**config.mk**
```make
export PLATFORM = sky130hd
export DESIGN_NAME = ctalu_fifo
export DESIGN_NICKNAME = d
export VERILOG_FILES = /design/src/rtl/core/ctalu_pkg.sv /design/src/rtl/core/ctalu_fifo.sv
export SDC_FILE = /design/constraint.sdc
export NUM_CORES = 1
export LEC_CHECK = 0
export ABC_CLOCK_PERIOD_IN_PS = 8700
export BUFFER_PORTS_ARGS = -buffer_cell sky130_fd_sc_hd__buf_2
export CORE_ASPECT_RATIO = 1.4
export CORE_UTILIZATION = 55
export CTS_BUF_LIST = sky130_fd_sc_hd__clkbuf_8
export DETAILED_ROUTE_END_ITERATION = 8
export PLACE_DENSITY = 0.77
export SLEW_MARGIN = 20
export SYNTH_ARGS = -nofsm -noshare
export SYNTH_HDL_FRONTEND = slang
export SYNTH_SLANG_ARGS = --single-unit
```
**constraint.sdc**
```tcl
create_clock -name clk -period 8.7 [get_ports clk]
set_clock_uncertainty 0.2 [all_clocks]
set_input_delay 1.305 -clock clk [delete_from_list [all_inputs] [get_ports clk]]
set_output_delay 1.305 -clock clk [all_outputs]
set_load 0.01 [all_outputs]
```
**src/rtl/core/ctalu_pkg.sv**
```systemverilog
package ctalu_pkg;

	typedef enum logic [3:0] {
		OP_ADD = 4'd0,
		OP_SUB = 4'd1,
		OP_MUL = 4'd2,
		OP_DIV = 4'd3,
		OP_MOD = 4'd4,
		OP_AND = 4'd5,
		OP_OR  = 4'd6,
		OP_XOR = 4'd7,
		OP_SHL = 4'd8,
		OP_SHR = 4'd9,
		OP_EQ  = 4'd10,
		OP_NE  = 4'd11,
		OP_LT  = 4'd12,
		OP_LE  = 4'd13,
		OP_GT  = 4'd14,
		OP_GE  = 4'd15
	} op_t;

	localparam logic [1:0] WC_8  = 2'd0;
	localparam logic [1:0] WC_16 = 2'd1;
	localparam logic [1:0] WC_32 = 2'd2;
	localparam logic [1:0] WC_64 = 2'd3;

	localparam logic [63:0] INT64_MAX = 64'h7FFF_FFFF_FFFF_FFFF;

	typedef enum logic [1:0] {
		ST_IDLE,
		ST_MUL,
		ST_DIV
	} st_t;

	// Classified item passed from front to back
	typedef struct packed {
		op_t         op;
		logic [1:0]  wc;
		logic        sgn;
		logic [63:0] a;
		logic [63:0] b;
		logic [63:0] ma;
		logic [63:0] mb;
		logic        na;
		logic        nb;
		logic        cnt_bad;
		logic [5:0]  cnt;
		logic        div_bad;
	} item_t;

	typedef struct packed {
		logic        ok;
		logic [63:0] value;
		logic [1:0]  wc;
		logic        sgn;
	} result_t;

	function automatic logic [63:0] width_mask(input logic [1:0] wc);
		logic [63:0] m;
		case (wc)
			WC_8:    m = 64'h0000_0000_0000_00FF;
			WC_16:   m = 64'h0000_0000_0000_FFFF;
			WC_32:   m = 64'h0000_0000_FFFF_FFFF;
			default: m = 64'hFFFF_FFFF_FFFF_FFFF;
		endcase
		return m;
	endfunction

	function automatic logic [63:0] sign_bit(input logic [1:0] wc);
		logic [63:0] s;
		case (wc)
			WC_8:    s = 64'h0000_0000_0000_0080;
			WC_16:   s = 64'h0000_0000_0000_8000;
			WC_32:   s = 64'h0000_0000_8000_0000;
			default: s = 64'h8000_0000_0000_0000;
		endcase
		return s;
	endfunction

	// A failed operation reports all zeros
	function automatic result_t make_result(input logic ok, input logic [63:0] value,
			input logic [1:0] wc, input logic sgn);
		result_t r;
		r.ok    = ok;
		r.value = ok ? value : 64'd0;
		r.wc    = ok ? wc : WC_8;
		r.sgn   = ok ? sgn : 1'b0;
		return r;
	endfunction

endpackage

```
**src/rtl/core/ctalu_fifo.sv**
```systemverilog
module ctalu_fifo
	import ctalu_pkg::*;
#(
	parameter int unsigned DEPTH = 4
) (
	input  logic  clk,
	input  logic  arst_n,
	input  logic  push,
	input  item_t din,
	output logic  full,
	input  logic  pop,
	output logic  valid,
	output item_t dout
);

	localparam int unsigned AW = (DEPTH > 1) ? $clog2(DEPTH) : 1;
	localparam int unsigned CW = $clog2(DEPTH + 1);

	item_t          mem [DEPTH];
	logic [AW-1:0]  wr_ptr_q;
	logic [AW-1:0]  rd_ptr_q;
	logic [CW-1:0]  count_q;

	assign full  = (count_q == CW'(DEPTH));
	assign valid = (count_q != '0);
	assign dout  = mem[rd_ptr_q];

	always_ff @(posedge clk) begin
		if (push)
			mem[wr_ptr_q] <= din;
	end

	always_ff @(posedge clk or negedge arst_n) begin
		if (!arst_n) begin
			wr_ptr_q <= '0;
			rd_ptr_q <= '0;
			count_q  <= '0;
		end else begin
			if (push)
				wr_ptr_q <= (wr_ptr_q == AW'(DEPTH - 1)) ? '0 : wr_ptr_q + 1'b1;
			if (pop)
				rd_ptr_q <= (rd_ptr_q == AW'(DEPTH - 1)) ? '0 : rd_ptr_q + 1'b1;
			if (push && !pop)
				count_q <= count_q + 1'b1;
			else if (pop && !push)
				count_q <= count_q - 1'b1;
		end
	end

endmodule

```
# After elaboration in Yosys (flattened, before gate mapping)
# Memories as Yosys holds them, arrays and structs flattened.
# Index checks and enable logic that the tools add are counted.
classes:
  n_addsub: 4
  n_eq_ne: 3
  muxes: 6
  reduce_logical: 6
ops:
  columns: ["operator", "count"]
  rows:
  - ["$mux 3", 2]
  - ["$add 2x1->2 const B", 2]
  - ["$eq 2x2->1 const B", 2]
  - ["$mux 2", 2]
  - ["$add 3x1->3 const B", 1]
  - ["$eq 3x3->1 const B", 1]
  - ["$reduce_bool 3->1", 1]
  - ["$sub 3x1->3 const B", 1]
  - ["$logic_and 1x1->1", 2]
  - ["$logic_not 1->1", 2]
  - ["$mux 1", 2]
  - ["$reduce_bool 2->1", 1]
word_totals:
  reg_bits: 7
  mem_count: 1
  mem_bits_rw: 1092
  input_bits: 277
mem_list:
  columns: ["memory", "depth", "width", "rd", "rd_clocked_by_memory_dff", "write_ports", "line_no", "source"]
  rows:
  - ["mem", 4, 273, 1, 0, 1, "ctalu_fifo.sv:19", "item_t mem [DEPTH];"]

# Logic depth before layout (Yosys ltp)
depth:
  word_depth: 4
  ltp_mapped: 7
  mapped_depth_nobuf: 7

# Worst setup path before layout
# No wires, ideal clock.
synth_timing:
  kind: "input port to flip-flop"
  startpoint: "input push"
  endpoint: "memory mem[2][0] in the netlist's numbering, enable pin"
  setup_time_ns: 0.668
  n_path_buf: 0
  cell_stages: 1
  setup_slack_ns: 0.363
  arrival_time_ns: 7.470
  path_cell_list: "and2_1"
synth_between:
  elab_chain_cells: 2
synth_lines:
  columns: ["item", "line_no", "source"]
  rows:
  - ["start, declared", "ctalu_fifo.sv:8", "input logic push,"]
  - ["$mux 1", "ctalu_fifo.sv:29", "if (push)"]
  - ["$mux 1 (not written as such)", "ctalu_fifo.sv:30", "mem[wr_ptr_q] <= din;"]
  - ["end, declared", "ctalu_fifo.sv:19", null]
# No other way between the ends.

==> impl_metrics.toml <==
[clock_tree]
cts.clk_slew.worst_paths_ns = 0.06
post_cts_buffers = 0
cts_num_sinks = 1099
cts_tree = "yes"
root_buffer = "clkbuf_8"
cts.path.max_buffers = 3
ctsHoldBuffers = 0
htree_levels = 4
cts-resized-gates = 0
clk_latency_ns = 0.77
cts_made_buffers = 152

[critical_path]
worstPathCellList = "buf_4 -> mux4_2 -> buf_2"
worstPathRequired_ns = 7.19
crit_path_end_kind = "output pin"
cp-start-kind = "flop"
slowest_stage = "dfrtp_4"
critical_path_arrival_ns = 3.59
ff2ff_setup_slack_ns = 5.45
reg2reg_from = "wr_ptr_q[0]"
critPathKind = "flop to output pin"
cp_top_family = "flip-flops"
rr_worst_depth = 5
r2r_end = "mem[2][108]"
cp_slowest_stage_delay_ns = 1.08
crit_buf_inv = 2
path_max_fanout = 74

[synth]
yosys-mux-area-fraction_pct = 15.5
synthAdderAreaFrac_pct = 0.239
yosysSeqAreaShare_pct = 82.7
yosys_warnings = 0
syn-num-nets = 1747
synth_top_family_by_area = "multiplexers"
syn_area_mm2 = 0.0398
synth_cells = 1463
synth_cell_types = 22
synth-compound-area-share_pct = 0.0251
synth.ff_latch_count = 1099
synthSimpleGateAreaFrac_pct = 0.144
syn-mean-instance-area_um2 = 27.2
synthXorXnorAreaFrac_pct = 0.0659

[drt]
ant_nets = 0
wl_mm = 78.6
dr.pass1.iters = 5
vias = 18145
routedWlPerCell_um = 24.7
via_per_inst = 5.69
dr.first_iter.drc_count = 1243
route.detailed.drc = 0

[die]
die_x_um = 229
fp.dieH_um = 320
core-area_mm2 = 0.0716
floorplan.die_area_mm2 = 0.0735
start_util_pct = 55.7
ios = 552
num_rows = 116

[worst_hold_path]
hold_class = "input pin to asynchronous set/reset pin"

[timing]
rsz0062_at_grt = "false"
final.period_utilization_pct = 58.5
setup_viol = 0
period_needed_ns = 5.09
tightest_slew_ns = 1.21
slew_viol_final = 0
hold_violations = 0
fin_tns_setup_ns = 0
fmax_mhz = 196
slew_headroom_pct = 19.1

[power]
internal_power_mw = 10.5
power.density_mw_per_mm2 = 322
combPwrFrac_pct = 28.7
ir_drop_uv = 265
swShare_pct = 29.8
p_seq_share_pct = 47.6
switching_power_mw = 4.44
p_clk_share_pct = 23.7
leakage_nw = 15.8
p_total_mw = 14.9

[place]
dp_hpwl_mm = 48.7
gp_congestion = 0.771
port_buffers = 551

[grt]
grtUsageTotal_pct = 21.6
grt_max_degree = 144
grt_pass1_vias = 19453
grt_pass1_wl_mm = 117
gr-total-overflow = 0
grt_antenna_before_repair = 32

[final_layout]
most-common-layout-cells = "1092 x edfxtp_1, 551 x buf_2, 273 x mux4_2"
post-route-util_pct = 64.6
syn_to_final_growth_pct = 16.0
nNetsFinal = 2408
nFillCells = 4472
multi_input_area_mm2 = 0.00638
drive_gt1_share_pct = 46.1
ff_latch_area_mm2 = 0.0330
layout_commonest_cell = "edfxtp_1"

[flow_run]
maxCapViolCount = 0

[status]
outcome = "complete, no violations"
==> layout make-up <==
cell class | instances | share of cell area, %
Multi-Input combinational cell | 299 | 13.8
Clock buffer | 155 | 4.61
Antenna cell | 17 | 0.0920
Tap cell | 944 | 2.55
Clock inverter | 102 | 1.17
Sequential cell | 1099 | 71.3
Timing Repair Buffer | 568 | 6.43
Inverter | 4 | 0.0325
==> state kept, by name (all words and copies together) (netlist names) <==
signal    cells
count_q       3
rd_ptr_q      2
mem        1092
wr_ptr_q      2
==> power by group through the flow <==
stage / Clock (mW) / Combinational, mW / Sequential (mW)
5_1_grt: 3.83 / 4.55 / 7.17
4_1_cts: 3.62 / 4.37 / 7.11
3_5_place_dp: 0 / 4.34 / 7.22
6_report: 3.53 / 4.28 / 7.10
3_3_place_gp: 0 / 4.33 / 7.15
2_1_floorplan: 0 / 2.94 / 7.26
==> how the worst max path moves through the flow <==
stage	slack, ns	start	cells after the start	end
final	3.61	rd_ptr_q[1]	3	dout[114]
after global routing	3.42	rd_ptr_q[1]	3	dout[139]
after global placement	4.44	rd_ptr_q[1]	3	dout[42]
after floorplan	0.36	push	1	mem[2][0]
after CTS	3.51	rd_ptr_q[1]	3	dout[114]
after detailed placement	4.43	rd_ptr_q[1]	3	dout[114]
==> routing by layer <==
layer | global-route usage [%] | wire length (um) | vias up
li1 | - | - | 7726
met1 | 25.5 | 28100 | 9411
met2 | 35.6 | 40800 | 802
met3 | 7.93 | 6970 | 176
met4 | 9.39 | 2520 | 30
met5 | 0 | 188 | -
==> cells in the mapped netlist <==
cell type     n  area (um^2)
ha_1          6         75.1
buf_6        27          304
or3_1         1         6.26
buf_1         2         7.51
xor2_1        2         17.5
xnor2_1       1         8.76
mux2_2        3         33.8
buf_8         1         15.0
fa_1          1         20.0
buf_12        1         20.0
dfrtp_1       7          175
nor3b_1       1         7.51
edfxtp_1   1092        32800
nand2_1       2         7.51
mux4_2      273         6150
buf_2        27          135
o21ai_0       2         10.0
buf_4         1         7.51
and2_1        4         25.0
nor2_1        3         11.3
inv_1         4         15.0
clkbuf_1      2         7.51
==> through the flow <==
stage          instances  area, um^2  worst slack (ns)  hold WS, ns
6_report            3188       46200              3.61        0.152
5_1_grt             3186       46200              3.42       0.0800
4_1_cts             3171       46200              3.51       0.0557
3_5_place_dp        2914       43500              4.43        0.291
3_3_place_gp        2914       43500              4.44        0.268
2_1_floorplan       1463       39800             0.363        0.249
==> logic make-up (layout without fill, tap and decap cells) <==
| kind of cell | count (synthesis) | count (layout) |
|---|---|---|
| flip-flops | 1099 | 1099 |
| multiplexers | 276 | 276 |
| AND/OR/NAND/NOR | 11 | 11 |
| adder cells (fa/ha/maj) | 7 | 7 |
| other | 0 | 17 |
| AO/OA/AOI/OAI | 2 | 2 |
| XOR/XNOR | 3 | 3 |
| buffers and inverters | 65 | 829 |
==> worst reg2reg max path, cell delays in order (launching register included) <==
cell,delay [ns]
dfrtp_1,0.41
inv_1,0.11
ha_1,0.15
and2_4,0.57
buf_4,0.51
buf_4,0.82
Power figures use the tool's default switching activity.
