[src/rtl/core/ctalu_pkg.sv]
package ctalu_pkg;

	typedef enum logic [3:0] {
		OP_ADD = 4'd0,
		OP_SUB = 4'd1,
		OP_MUL = 4'd2,
		OP_DIV = 4'd3,
		OP_MOD = 4'd4,
		OP_AND = 4'd5,
		OP_OR  = 4'd6,
		OP_XOR = 4'd7,
		OP_SHL = 4'd8,
		OP_SHR = 4'd9,
		OP_EQ  = 4'd10,
		OP_NE  = 4'd11,
		OP_LT  = 4'd12,
		OP_LE  = 4'd13,
		OP_GT  = 4'd14,
		OP_GE  = 4'd15
	} op_t;

	localparam logic [1:0] WC_8  = 2'd0;
	localparam logic [1:0] WC_16 = 2'd1;
	localparam logic [1:0] WC_32 = 2'd2;
	localparam logic [1:0] WC_64 = 2'd3;

	localparam logic [63:0] INT64_MAX = 64'h7FFF_FFFF_FFFF_FFFF;

	typedef enum logic [1:0] {
		ST_IDLE,
		ST_MUL,
		ST_DIV
	} st_t;

	// Classified item passed from front to back
	typedef struct packed {
		op_t         op;
		logic [1:0]  wc;
		logic        sgn;
		logic [63:0] a;
		logic [63:0] b;
		logic [63:0] ma;
		logic [63:0] mb;
		logic        na;
		logic        nb;
		logic        cnt_bad;
		logic [5:0]  cnt;
		logic        div_bad;
	} item_t;

	typedef struct packed {
		logic        ok;
		logic [63:0] value;
		logic [1:0]  wc;
		logic        sgn;
	} result_t;

	function automatic logic [63:0] width_mask(input logic [1:0] wc);
		logic [63:0] m;
		case (wc)
			WC_8:    m = 64'h0000_0000_0000_00FF;
			WC_16:   m = 64'h0000_0000_0000_FFFF;
			WC_32:   m = 64'h0000_0000_FFFF_FFFF;
			default: m = 64'hFFFF_FFFF_FFFF_FFFF;
		endcase
		return m;
	endfunction

	function automatic logic [63:0] sign_bit(input logic [1:0] wc);
		logic [63:0] s;
		case (wc)
			WC_8:    s = 64'h0000_0000_0000_0080;
			WC_16:   s = 64'h0000_0000_0000_8000;
			WC_32:   s = 64'h0000_0000_8000_0000;
			default: s = 64'h8000_0000_0000_0000;
		endcase
		return s;
	endfunction

	// A failed operation reports all zeros
	function automatic result_t make_result(input logic ok, input logic [63:0] value,
			input logic [1:0] wc, input logic sgn);
		result_t r;
		r.ok    = ok;
		r.value = ok ? value : 64'd0;
		r.wc    = ok ? wc : WC_8;
		r.sgn   = ok ? sgn : 1'b0;
		return r;
	endfunction

endpackage

[src/rtl/core/ctalu_if.sv]
interface ctalu_req_if;
	logic        valid;
	logic        ready;
	logic [3:0]  req_type;
	logic [1:0]  width_code;
	logic        is_signed;
	logic [63:0] left_value;
	logic [63:0] right_value;
	logic [1:0]  right_width_code;
	logic        right_signed;

	modport source (output valid, req_type, width_code, is_signed, left_value, right_value,
		right_width_code, right_signed, input ready);
	modport sink (input valid, req_type, width_code, is_signed, left_value, right_value,
		right_width_code, right_signed, output ready);
endinterface


[src/rtl/core/ctalu_front.sv]
module ctalu_front
	import ctalu_pkg::*;
(
	ctalu_req_if.sink req,
	input  logic      full,
	output logic      push,
	output item_t     item
);

	logic [63:0] mask;
	logic [63:0] sb;
	logic [63:0] a;
	logic [63:0] b;
	logic [63:0] rmask;
	logic [63:0] rsb;
	logic [63:0] cnt;
	logic [6:0]  bits;
	logic        cnt_neg;

	assign req.ready = !full;
	assign push      = req.valid && !full;

	always_comb begin
		mask    = width_mask(req.width_code);
		sb      = sign_bit(req.width_code);
		a       = req.left_value & mask;
		b       = req.right_value & mask;
		rmask   = width_mask(req.right_width_code);
		rsb     = sign_bit(req.right_width_code);
		cnt     = req.right_value & rmask;
		cnt_neg = req.right_signed && ((cnt & rsb) != 64'd0);
		bits    = 7'd8 << req.width_code;

		item.op      = op_t'(req.req_type);
		item.wc      = req.width_code;
		item.sgn     = req.is_signed;
		item.a       = a;
		item.b       = b;
		// sign flags only matter for signed work
		item.na      = req.is_signed && ((a & sb) != 64'd0);
		item.nb      = req.is_signed && ((b & sb) != 64'd0);
		item.ma      = item.na ? ((~a + 64'd1) & mask) : a;
		item.mb      = item.nb ? ((~b + 64'd1) & mask) : b;
		item.cnt_bad = cnt_neg || (cnt >= {57'd0, bits});
		item.cnt     = cnt[5:0];
		item.div_bad = (b == 64'd0) || (req.is_signed && a == sb && b == mask);
	end

endmodule

[src/flat_wrapper.sv]
// flat-port wrapper written by rule: the top's interface ports become plain ports
module ctalu_front_flat import ctalu_pkg::*;
  (full, push, item, req_valid, req_req_type, req_width_code, req_is_signed, req_left_value, req_right_value, req_right_width_code, req_right_signed, req_ready);
  ctalu_req_if req_i ();
  input  logic full;
  output logic push;
  output item_t item;
  input wire logic [$bits(req_i.valid)-1:0] req_valid;
  input wire logic [$bits(req_i.req_type)-1:0] req_req_type;
  input wire logic [$bits(req_i.width_code)-1:0] req_width_code;
  input wire logic [$bits(req_i.is_signed)-1:0] req_is_signed;
  input wire logic [$bits(req_i.left_value)-1:0] req_left_value;
  input wire logic [$bits(req_i.right_value)-1:0] req_right_value;
  input wire logic [$bits(req_i.right_width_code)-1:0] req_right_width_code;
  input wire logic [$bits(req_i.right_signed)-1:0] req_right_signed;
  output wire logic [$bits(req_i.ready)-1:0] req_ready;
  assign req_i.valid = req_valid;
  assign req_i.req_type = req_req_type;
  assign req_i.width_code = req_width_code;
  assign req_i.is_signed = req_is_signed;
  assign req_i.left_value = req_left_value;
  assign req_i.right_value = req_right_value;
  assign req_i.right_width_code = req_right_width_code;
  assign req_i.right_signed = req_right_signed;
  assign req_ready = req_i.ready;
  ctalu_front u_core (.req(req_i), .full(full), .push(push), .item(item));
endmodule
[config.mk]
export PLATFORM = sky130hd
export DESIGN_NAME = ctalu_front_flat
export DESIGN_NICKNAME = d
export VERILOG_FILES = /design/src/rtl/core/ctalu_pkg.sv /design/src/rtl/core/ctalu_if.sv /design/src/rtl/core/ctalu_front.sv /design/src/flat_wrapper.sv
export SDC_FILE = /design/constraint.sdc
export NUM_CORES = 1
export LEC_CHECK = 0
export ABC_AREA = 1
export ABC_CLOCK_PERIOD_IN_PS = 2240
export BUFFER_PORTS_ARGS = -buffer_cell sky130_fd_sc_hd__buf_4
export CORE_AREA = 5 5 158 160
export DETAILED_ROUTE_END_ITERATION = 10
export DIE_AREA = 0 0 163 165
export GPL_TIMING_DRIVEN = 1
export PLACE_DENSITY = 0.67
export SLEW_MARGIN = 5
export SYNTH_ARGS = -nofsm -noshare
export SYNTH_HDL_FRONTEND = slang
export SYNTH_SLANG_ARGS = --single-unit
[constraint.sdc]
create_clock -name vclk -period 2.24
set_clock_uncertainty 0.05 [all_clocks]
set_input_delay 0 -clock vclk [all_inputs]
set_output_delay 0 -clock vclk [all_outputs]
set_load 0.02 [all_outputs]
== Yosys cells after proc, flatten, opt, wreduce, memory -nomap -nowiden ==
Cells that the tools add are included.
Storage, ports and cells
  memories: 0
  memory bits (read-only): 0
  input bits: 140
  latch bits: 0
  memory bits (writable): 0
  output and inout bits: 275
  register bits: 0
Operators by class
  reductions and logical operators: 15
  add/subtract/negate cells: 2
  multipliers: 0
  shifts and indexed selects: 1
  multiplexer cells: 6
  divide/modulo/power cells: 0
  equality and inequality tests: 6
  bitwise operators: 10
  order comparisons: 1
Operator list (number)
  $pmux 64 s3: 4
  $and 64x64->64: 8
  $reduce_bool 64->1: 3
  $add 64x1->64 const B: 2
  $eq 64x64->1: 2
  $mux 64: 2
  $not 64->64: 2
  $ge 64x7->1: 1
  $logic_not 64->1: 1
  $shl 4x2->7 const A: 1
  $logic_and 1x1->1: 6
  $eq 2x1->1 const B: 2
  $eq 2x2->1 const B: 2
  $logic_not 2->1: 2
  $logic_or 1x1->1: 2
  $logic_not 1->1: 1

== Longest topological paths before layout ==
  depth in word-level cells: 7
  depth in mapped cells: 17
  mapped depth without buffers: 13

== Least setup slack after synthesis ==
No wires, ideal clock.
  path kind: input to output
  start: input port req_width_code[1]
  end: output port item[82] (netlist name)
  arrival time: 2.745 ns
  data required time: 2.190 ns
  path slack: -0.555 ns
  buffers on the path: 6
  stages on the path: 16
  path through: buf_6 -> nor2_2 -> buf_4 -> clkbuf_1 -> buf_1 -> nor2_1 -> ha_1 -> nor2_1 -> nand3_1 -> nand2_2 -> inv_2 -> buf_4 -> buf_4 -> nand2_1 -> nor2_1 -> a211oi_1
RTL lines
  start, declared: line flat_wrapper.sv:10  | input wire logic [$bits(req_i.width_code)-1:0] req_width_code;
  end, declared: line flat_wrapper.sv:7  | output item_t item;

==> flow_results.xml <==
<?xml version="1.0" encoding="UTF-8"?>
<metrics>
  <group name="placed_design">
    <metric name="placed_cell_area" unit="µm²">10760</metric>
    <metric name="buffer_ports.inserted" unit="">407</metric>
    <metric name="globalplace.congestion" unit="">0.9848</metric>
    <metric name="placed_cells" unit="">2333</metric>
    <metric name="detailed_place_hpwl" unit="mm">35.52</metric>
  </group>
  <group name="finish">
    <metric name="final.clkbuf_count" unit="">0</metric>
    <metric name="finish.cell_count_without_fillers" unit="">2340</metric>
    <metric name="area_growth_syn_to_layout" unit="%">51.96</metric>
    <metric name="postLayoutCellArea" unit="µm²">10860</metric>
    <metric name="numSequentialCells" unit="">0</metric>
    <metric name="layout-drive-gt1-share" unit="">0.2548</metric>
    <metric name="fill_cells" unit="">2705</metric>
    <metric name="fin_nets" unit="">2172</metric>
    <metric name="antenna_cells" unit="">0</metric>
    <metric name="register_area" unit="µm²">0</metric>
  </group>
  <group name="die">
    <metric name="start_util" unit="">0.3071</metric>
    <metric name="die-area" unit="µm²">26900</metric>
    <metric name="pin_count" unit="">415</metric>
    <metric name="dieHeight" unit="µm">165</metric>
    <metric name="fp-row-count" unit="">56</metric>
    <metric name="die_w" unit="µm">163</metric>
    <metric name="coreArea" unit="µm²">23260</metric>
  </group>
  <group name="timing">
    <metric name="timing_worst_slew_pin_value" unit="ns">0.6118</metric>
    <metric name="max-slew-margin-rel" unit="">0.5878</metric>
    <metric name="period_utilization_post_route" unit="">0.9247</metric>
    <metric name="finalHoldViolCount" unit="">0</metric>
    <metric name="final-setup-viol-count" unit="">0</metric>
    <metric name="layout_min_cycle_time" unit="ns">2.071</metric>
    <metric name="report.final.slew_viol_count" unit="">0</metric>
    <metric name="setup_repair_after_global_routing_missed_its_margin" unit="">no</metric>
    <metric name="fmaxAchievable" unit="GHz">0.4828</metric>
    <metric name="fin_setup_tns" unit="ns">0</metric>
  </group>
  <group name="global_route">
    <metric name="grt_first_pass_wirelength" unit="mm">60.55</metric>
    <metric name="grt_antenna_before_repair" unit="">0</metric>
    <metric name="vias_in_the_first_global_route" unit="">11200</metric>
    <metric name="gr-usage-met1" unit="">0.3329</metric>
    <metric name="globalRouteMet3Util" unit="">0.03943</metric>
    <metric name="grt_util_all_layers" unit="">0.2822</metric>
    <metric name="busiest_layer" unit="">met2</metric>
    <metric name="grt_max_degree" unit="">75</metric>
    <metric name="gr-usage-met2" unit="">0.5187</metric>
    <metric name="final_global_route_overflow_total" unit="">0</metric>
  </group>
  <group name="synth">
    <metric name="ys_top_cells_by_count" unit="">nand2_1, nor2_1, inv_1</metric>
    <metric name="synth_area_leader_cell" unit="">nand2_1</metric>
    <metric name="syn-num-nets" unit="">1768</metric>
    <metric name="synthCells" unit="">1619</metric>
    <metric name="synth.most_common_cell" unit="">nand2_1</metric>
    <metric name="netlist_area" unit="µm²">7144</metric>
    <metric name="synthesis.area_per_instance" unit="µm²">4.413</metric>
    <metric name="yosysSeqAreaShare" unit="">0</metric>
    <metric name="ys_warn_count" unit="">0</metric>
    <metric name="yosys-top-cells-area" unit="">nand2_1, nor2_1, inv_1, o21ai_0, nand3_1</metric>
    <metric name="synth.distinct_cells" unit="">36</metric>
    <metric name="yosysTopAreaCellShare" unit="">0.2538</metric>
  </group>
  <group name="power_and_ir_drop">
    <metric name="max-vdd-ir-drop" unit="mV">0.1365</metric>
    <metric name="swShare" unit="">0.6271</metric>
    <metric name="power_density" unit="nW/µm²">246.6</metric>
    <metric name="cellLeakagePower" unit="nW">6.223</metric>
    <metric name="sequentialPowerShare" unit="">0</metric>
    <metric name="power.net_switching" unit="mW">1.679</metric>
    <metric name="pwr-share-clk" unit="">0</metric>
    <metric name="portion_of_total_power_attributed_to_combinational_logic" unit="">1.000</metric>
    <metric name="total_power" unit="mW">2.677</metric>
    <metric name="power_report.internal_total" unit="mW">0.9983</metric>
  </group>
  <group name="routing">
    <metric name="remaining_number_of_nets_flagged_by_the_antenna_check_after_routing" unit="">0</metric>
    <metric name="detail_route.wl_per_cell" unit="µm">17.67</metric>
    <metric name="first_pass_iters" unit="">5</metric>
    <metric name="detail_route.wirelength" unit="mm">41.35</metric>
    <metric name="detail_route.iter0.violations" unit="">957</metric>
    <metric name="drc" unit="">0</metric>
    <metric name="via_count" unit="">11700</metric>
    <metric name="route.detailed.vias_per_inst" unit="">4.999</metric>
  </group>
  <group name="worst_setup_path">
    <metric name="critPathMaxStageDelay" unit="ns">0.30</metric>
    <metric name="crit_slowest_cell" unit="">nor2_1</metric>
    <metric name="critical_path.max_fanout" unit="">19</metric>
    <metric name="cell_occurring_most_often_along_the_worst_timing_path" unit="">nand2_1</metric>
    <metric name="cp.depth" unit="">14</metric>
    <metric name="path_buf_inv" unit="">4</metric>
    <metric name="critPathArrivalTime" unit="ns">2.02</metric>
    <metric name="path_class" unit="">in -&gt; out</metric>
    <metric name="timing.critical_path.to" unit="">item[55]</metric>
    <metric name="setup.worst_path.start" unit="">req_width_code[0]</metric>
    <metric name="cp_top_family" unit="">simple AND/OR/NAND/NOR gates</metric>
    <metric name="crit_path_cell_trace" unit="">buf_4 -&gt; inv_2 -&gt; nand2_4 -&gt; buf_4 -&gt; nand2_1 -&gt; nand2_1 -&gt; nor2_1 -&gt; nand2_1 -&gt; nor2_1 -&gt; nand4_1 -&gt; nand3_1 -&gt; nand2_1 -&gt; nor2_1 -&gt; buf_4</metric>
    <metric name="critical_path.startpoint_type" unit="">input pin</metric>
    <metric name="critical_path.endpoint_type" unit="">output pin</metric>
    <metric name="timing.critical_path.required" unit="ns">2.19</metric>
  </group>
  <group name="run">
    <metric name="cap_violations" unit="">0</metric>
  </group>
  <group name="worst_hold_path">
    <metric name="hp-class" unit="">in -&gt; out</metric>
  </group>
  <group name="run_status">
    <metric name="outcome" unit="">finished, final reports clean</metric>
  </group>
</metrics>
## per-layer routing
layer	vias to the layer above	share of wire
met1	5178	0.39
met3	93	0.070
li1	5881	-
met4	0	0.042
met5	-	0
met2	546	0.49
## cell families after synthesis
kind of cell               count (synthesis)  share of synthesized area
xor gates and xnor gates                  13                    0.01594
buffers and inverters                    319                     0.1968
AOI/OAI and AO/OA                        253                     0.1811
and+or+nand+nor                         1025                     0.5904
adders and majority gates                  9                    0.01576
## power by group through the flow
stage	Sequential, mW	Combinational (mW)	Clock, mW
2_1_floorplan	0	1.47	0
3_3_place_gp	0	2.63	0
3_5_place_dp	0	2.63	0
4_1_cts	0	2.65	0
5_1_grt	0	2.90	0
6_report	0	2.68	0
## layout make-up
type | instances | area, µm² | area share
multi-input combinational | 1300 | 5787 | 0.5330
timing repair buffer | 486 | 3789 | 0.3490
inverter | 235 | 882.1 | 0.08125
tap | 319 | 399.1 | 0.03676
## how the worst min path moves through the flow
stage,from,cells after the start,to,slack [ns]
floorplan,req_left_value[32],1,item[106],0.02
global placement,req_req_type[0],0,item[269],-0.05
detailed placement,req_req_type[0],0,item[269],-0.05
CTS,req_left_value[1],2,item[203],0.16
global route,req_left_value[1],2,item[203],0.17
finish,req_left_value[1],2,item[203],0.16
## placed cells by master, fill, tap and decap left out, types with 3 or more instances in the layout
cell / count
nor3_1: 27
nand2_1: 483
nand4_1: 51
ha_1: 9
o21ai_0: 133
nor3b_1: 3
dlygate4sd3_1: 4
nand3_1: 89
nor2_2: 16
buf_4: 472
xor2_1: 13
nand3b_1: 6
inv_2: 4
a21oi_1: 88
inv_1: 231
nor2_1: 337
o21ai_1: 20
nand2_2: 3
buf_12: 9
## what timing repair did
action / in CTS / in global routing
gates resized for setup: 0 / 4
hold buffers: 4 / 0
setup buffers: 0 / 2
hold endpoints to repair: 4 / 0
endpoints found under the setup margin: 0 / 8
## through the flow
| step | setup slack [ns] | hold WS, ns | util |
|---|---|---|---|
| 2_1_floorplan | 0.01810 | 0.02168 | - |
| 3_3_place_gp | 0.1520 | -0.04986 | 0.4627 |
| 3_5_place_dp | 0.1398 | -0.04986 | 0.4627 |
| 4_1_cts | 0.1231 | 0.1624 | 0.4644 |
| 5_1_grt | 0.0006455 | 0.1683 | 0.4667 |
| 6_report | 0.1687 | 0.1609 | 0.4667 |
Power figures use the tool's default switching activity.
